==> config.mk <==
export PLATFORM = sky130hd
export DESIGN_NAME = sorted_key_set_unit
export DESIGN_NICKNAME = d
export VERILOG_FILES = /design/src/design/skset_pkg.sv /design/src/design/skset_cell.sv /design/src/design/sorted_key_set_unit.sv
export SDC_FILE = /design/constraint.sdc
export NUM_CORES = 1
export LEC_CHECK = 0
export ABC_AREA = 1
export BUFFER_PORTS_ARGS = -buffer_cell sky130_fd_sc_hd__clkbuf_2
export CORE_MARGIN = 2
export CORE_UTILIZATION = 35
export CTS_BUF_LIST = sky130_fd_sc_hd__clkbuf_8
export DETAILED_ROUTE_END_ITERATION = 8
export PLACE_DENSITY_LB_ADDON = 0.25
export SLEW_MARGIN = 20
export SYNTH_ARGS = -nofsm -noshare
export SYNTH_HDL_FRONTEND = slang
export SYNTH_SLANG_ARGS = --single-unit
export TNS_END_PERCENT = 100
==> constraint.sdc <==
create_clock -name clk -period 3.4 [get_ports clk]
set_clock_uncertainty 0.2 [all_clocks]
set_input_delay 0.68 -clock clk [delete_from_list [all_inputs] [get_ports clk]]
set_output_delay 0.68 -clock clk [all_outputs]
set_load 0.005 [all_outputs]
==> src/design/skset_pkg.sv <==
// Shared types and defaults for the sorted key set.
// Depends on nothing; every other file of the block imports it.
`default_nettype none

package skset_pkg;

	localparam int TABLE_SIZE_DEF = 16;
	localparam int KEY_BITS_DEF   = 16;

	typedef enum logic {
		REQ_INSERT = 1'b0,
		REQ_LOOKUP = 1'b1
	} req_kind_t;

	typedef struct packed {
		req_kind_t   req_type;
		logic [15:0] key;
	} req_t;

	typedef struct packed {
		logic       found;
		logic       inserted;
		logic       full_drop;
		logic [4:0] entry_count;
	} rsp_t;

	typedef struct packed {
		logic occ;
		logic ins;
	} cell_ctl_t;

endpackage

`default_nettype wire

==> src/design/skset_cell.sv <==
// One slot of the sorted key chain: holds a key, compares it with the request key
// and takes the key or its lower neighbor's key on an insert. Uses skset_pkg.
`default_nettype none

module skset_cell #(
	parameter int KeyBits = skset_pkg::KEY_BITS_DEF
) (
	input  wire                    clk,
	input  skset_pkg::cell_ctl_t   ctl,
	input  wire  [KeyBits-1:0]     k,
	input  wire                    prev_lt,
	input  wire  [KeyBits-1:0]     prev_key,
	output logic                   lt,
	output logic                   eq,
	output logic [KeyBits-1:0]     key_q
);
	import skset_pkg::*;

	assign lt = ctl.occ && (key_q < k);
	assign eq = ctl.occ && (key_q == k);

	// Slots below the insert position keep their key, the slot at it takes the
	// new key, and the slots above it take the key of the slot below.
	always_ff @(posedge clk) begin
		if (ctl.ins && !lt) begin
			key_q <= prev_lt ? k : prev_key;
		end
	end

endmodule

`default_nettype wire

==> src/design/sorted_key_set_unit.sv <==
// Top level of the sorted key set: a chain of skset_cell slots, the entry count
// and the result register. Uses skset_pkg and skset_cell.
//
//   channel   | signals                  | direction | payload
//   request   | req_valid, req_stall     | in        | req (req_t)
//   response  | rsp_valid, rsp_stall     | out       | rsp (rsp_t)
//
// For each item, every slot compares its key with the request key in parallel
// and the whole chain shifts in the same cycle, so one item is accepted
// per cycle while the result register is free or being taken.
// The result is registered and appears in the cycle after its item is accepted.
// Reset clears only the entry count and result valid; slot keys are never cleared.
// A stalled result holds the register and stalls the request side.
`default_nettype none

module sorted_key_set_unit #(
	parameter int TableSize = skset_pkg::TABLE_SIZE_DEF,
	parameter int KeyBits   = skset_pkg::KEY_BITS_DEF
) (
	input  wire              clk,
	input  wire              arst_n,
	input  wire              req_valid,
	output logic             req_stall,
	input  skset_pkg::req_t  req,
	output logic             rsp_valid,
	input  wire              rsp_stall,
	output skset_pkg::rsp_t  rsp
);
	import skset_pkg::*;

	localparam int CntW = $clog2(TableSize + 1);

	logic [CntW-1:0]    count_q;
	logic [CntW-1:0]    count_next;
	logic               rsp_valid_q;
	rsp_t               rsp_q;
	logic               acc;
	logic               is_insert;
	logic               found;
	logic               full;
	logic               ins;
	logic [KeyBits-1:0] k;
	logic [TableSize-1:0] lt_w;
	logic [TableSize-1:0] eq_w;
	logic [KeyBits-1:0] key_w [TableSize];

	assign req_stall = rsp_valid_q && rsp_stall;
	assign acc       = req_valid && !req_stall;
	assign k         = KeyBits'(req.key);
	assign is_insert = (req.req_type == REQ_INSERT);
	assign found     = |eq_w;
	assign full      = (count_q == CntW'(TableSize));
	assign ins       = acc && is_insert && !found && !full;
	assign count_next = count_q + CntW'(ins);

	genvar i;
	generate
		for (i = 0; i < TableSize; i++) begin : g_cell
			cell_ctl_t          ctl;
			logic               prev_lt;
			logic [KeyBits-1:0] prev_key;

			assign ctl.occ = (CntW'(i) < count_q);
			assign ctl.ins = ins;

			if (i == 0) begin : g_head
				assign prev_lt  = 1'b1;
				assign prev_key = k;
			end else begin : g_body
				assign prev_lt  = lt_w[i-1];
				assign prev_key = key_w[i-1];
			end

			skset_cell #(
				.KeyBits(KeyBits)
			) u_cell (
				.clk(clk),
				.ctl(ctl),
				.k(k),
				.prev_lt(prev_lt),
				.prev_key(prev_key),
				.lt(lt_w[i]),
				.eq(eq_w[i]),
				.key_q(key_w[i])
			);
		end
	endgenerate

	always_ff @(posedge clk or negedge arst_n) begin
		if (!arst_n) begin
			count_q     <= '0;
			rsp_valid_q <= 1'b0;
		end else begin
			if (acc) begin
				count_q <= count_next;
			end
			if (acc) begin
				rsp_valid_q <= 1'b1;
			end else if (!rsp_stall) begin
				rsp_valid_q <= 1'b0;
			end
		end
	end

	always_ff @(posedge clk) begin
		if (acc) begin
			rsp_q.found       <= found;
			rsp_q.inserted    <= ins;
			rsp_q.full_drop   <= is_insert && !found && full;
			rsp_q.entry_count <= 5'(count_next);
		end
	end

	assign rsp_valid = rsp_valid_q;
	assign rsp       = rsp_q;

	a_count_bound: assert property (@(posedge clk) disable iff (!arst_n)
		count_q <= CntW'(TableSize))
		else $error("entry count exceeds table size");

	a_ins_excl: assert property (@(posedge clk) disable iff (!arst_n)
		rsp_valid_q && rsp_q.inserted |-> !rsp_q.found && !rsp_q.full_drop)
		else $error("inserted item also flagged found or dropped");

	a_drop_full: assert property (@(posedge clk) disable iff (!arst_n)
		rsp_valid_q && rsp_q.full_drop |-> rsp_q.entry_count == 5'(TableSize))
		else $error("dropped item without a full table");

	a_rsp_follows: assert property (@(posedge clk) disable iff (!arst_n)
		acc |=> rsp_valid_q)
		else $error("accepted item gave no result");

	a_count_step: assert property (@(posedge clk) disable iff (!arst_n)
		acc && !ins |=> count_q == $past(count_q))
		else $error("entry count moved without an insert");

endmodule

`default_nettype wire
==> results.md <==
* Period utilisation layout at 94.8%
* Largest cells by area after synthesis: edfxtp_1, ha_1, nand2_1
* Initial antenna violation count at 2
* CTS H-tree depth at 2
* CTS root buf: clkbuf_8
* Measured slew at the worst slew-check pin at 0.768 ns
* Unrepaired setup endpoints after global routing: no
* Drt first pass iters at 5
* Pleak at 0.00916 µW
* Pwr per Cell Area at 539 nW/µm²
* Residual DRC at 0
* Setup TNS at 0 ns
* Height of the chip at 225 µm
* Post-Syn Area at 17100 µm²
* Status: finished, final reports clean
* Rel. slew slack at 48.7%
* Final Hold Viols at 0
* Synth Flop Type: edfxtp_1
* Iteration-0 DRC Markers at 1058
* Post-synth EDFFs at 264
* Fillers at 4616
* Worst hold stages at 3
* Yosys warnings at 0
* Synth Register Bits at 270
* Synth top area share at 46.4%
* Crit path cell chain: clkbuf_2 -> inv_1 -> buf_4 -> buf_4 -> ha_1 -> nand2_1 -> nor2_1 -> nand2_1 -> nor2_1 -> nand2_1 -> nand2_1 -> nor2_1 -> nand2_1 -> nor2_4 -> nand3_4 -> inv_1 -> ha_1 -> ha_1 -> nand3_1 -> xor2_1
* Crit Path Max Fanout at 9
* Antenna-violating nets left at 0
* Gate power share at 31.1%
* CTS tree: yes
* Row count at 80
* Syn-to-layout area delta at 19.7%
* Final net count at 2308
* Grt total ovfl at 0
* Final HPWL DP at 39.2 mm
* Share of cells above drive strength 1 at 15.5%
* Largest net degree at the start of global routing at 33
* WL final at 51.8 mm
* RePlAce Congestion at 0.893
* Register area share after synthesis at 47.3%
* Synth area leader: edfxtp_1
* Endpoint class of the critical path: flop
* Die ar. at 50600 µm²
* Core ar. at 47900 µm²
* Post-Syn Nets at 2104
* Fmax achieved at 310 MHz
* Flop pwr share at 42.1%
* Clk Latency, worst-skew pair at 0.63 ns
* Min Tclk post-route at 3.22 ns
* Mapped Cells at 1825
* Sink Count at 270
* Min Hold Slack at 0.0704 ns
* Buffers on Ports at 30
* Starting Density at 35.6%
* Drt via density at 5.24
* NetSw at 3930 µW
* Post-synth ARST share at 2.22%
* Routed len/inst at 19.3 µm
* GR Util All Layers at 20.9%
* Peak supply drop at 0.000328 V
* Clock Path Buffers at 3
* Number of diodes at 0
* Resized Gates After CTS at 0
* Cell Int Power at 7090 µW
* Setup crit start kind: input pin
* Post-synthesis average cell area at 9.36 µm²
* Num ports at 31
* CP max-delay cell: nor2_1
* Most frequent CP cell: nand2_1
* Clock power share at 26.8%
* Multi-input logic area at 8340 µm²
* Worst-path clk slew at 0.06 ns
* Vias in the first global route at 14200
* Die Wd at 225 µm
* Setup violators final at 0
* Synth unique cells at 40
* TritonCTS buffer count at 49
* Slew Viols, Final at 0
* WP data arrival at 3.39 ns
* Vias at 14100
* CP required at 3.57 ns
* Register Area at 8080 µm²
* R2R cell count at 16
* Sw Share at 35.6%
* CP max stage delay at 0.29 ns
* Max Cap Viol at 0
* WS Path Type: input pin to flop
* Worst Hold Class: input pin to flop
* First-pass GRT wire length at 80.1 mm
-- what timing repair did --
item / CTS / global route
setup buffers: 0 / 0
hold buffers: 1 / 0
endpoints found under the hold margin: 6 / 0
-- synthesized netlist by cell type, types with 6 or more instances --
library cell / n
nor2_2: 9
a211oi_1: 8
nand2_1: 513
o211ai_1: 8
inv_1: 104
nand4_1: 27
ha_1: 258
clkbuf_1: 57
dfrtp_1: 6
nor2_1: 96
o21ai_0: 211
nand3_1: 89
edfxtp_1: 264
a21oi_1: 114
-- power by group through the flow --
stage,Combinational (µW),Sequential [µW],Clock (µW)
after floorplan,2160,4560,0
after global placement,3340,4690,0
after detailed placement,3410,4690,0
after CTS,3440,4630,3040
after global routing,3920,4670,3170
final,3430,4640,2960
-- worst paths after layout --
path / start / endpoint / slack [ns]
min: req_valid / rsp_valid / 0.07
max: req[3] / rsp[4] / 0.18
min in group asynchronous: arst_n / count_q[0] / 0.29
max in group asynchronous: arst_n / rsp_valid / 2.44
min reg2reg: rsp_valid / rsp_valid / 0.31
max reg2reg: count_q[4] / rsp[4] / 0.19
-- sequential cells by signal (all words and copies together) (netlist names) --
name / count
rsp_valid: 1
g_cell.u_cell.key_q: 256
count_q: 5
rsp: 8
-- layout make-up --
cell class | instances | area share (%)
clock buffer | 56 | 3.77
clock inverter | 35 | 0.728
inverter | 108 | 1.99
multi-input combinational | 1381 | 40.8
sequential | 270 | 39.5
tap | 615 | 3.76
timing repair buffer | 219 | 9.46
-- placed cells by master, fill, tap and decap left out, types with 56 or more instances in the layout --
cell / count
nor2_1: 88
edfxtp_1: 264
inv_1: 119
ha_1: 258
nand3_1: 89
o21ai_0: 211
buf_4: 159
a21oi_1: 114
nand2_1: 513
clkbuf_8: 56
-- routing by layer --
metal / part of all wire [%] / routed length, µm / GRT usage [%] / vias to the layer above
met2: 46 / 23800 / 33.9 / 440
met4: 4.6 / 2410 / 10.2 / 0
met1: 43 / 22300 / 27.0 / 6626
met3: 6.5 / 3350 / 3.78 / 124
li1: - / - / - / 6871
met5: 0 / 0 / 0 / -
-- kinds of logic (layout without fill, tap and decap cells) --
logic type	after synthesis	in the layout	share of synthesized area, %
AND/OR/NAND/NOR	752	752	18.1
AO/OA/AOI/OAI	367	367	11.5
flip-flops	270	270	47.3
adder cells (fa/ha/maj)	258	258	18.9
buffers and inverters	174	418	3.98
XOR/XNOR	3	3	0.154
multiplexers	1	1	0.0659
-- worst max-delay path: cells and delay by family --
| kind | cells | cell delay [ns] |
|---|---|---|
| and+or+nand+nor | 11 | 1.27 |
| buffers and inverters | 5 | 0.66 |
| adders and majority gates | 3 | 0.57 |
| xor gates and xnor gates | 1 | 0.18 |
-- stage by stage --
| step | area (µm²) | setup slack [ns] | instances | power [µW] | util, % |
|---|---|---|---|---|---|
| 2_1_floorplan | 17100 | 0.00544 | 1825 | 6720 | - |
| 3_3_place_gp | 19500 | -0.354 | 2592 | 8030 | 40.7 |
| 3_5_place_dp | 19500 | -0.389 | 2592 | 8100 | 40.7 |
| 4_1_cts | 20500 | 0.277 | 2684 | 11100 | 42.7 |
| 5_1_grt | 20500 | 0.0111 | 2684 | 11800 | 42.7 |
| 6_report | 20500 | 0.175 | 2684 | 11000 | 42.7 |
(Power assumes the default switching activity.)
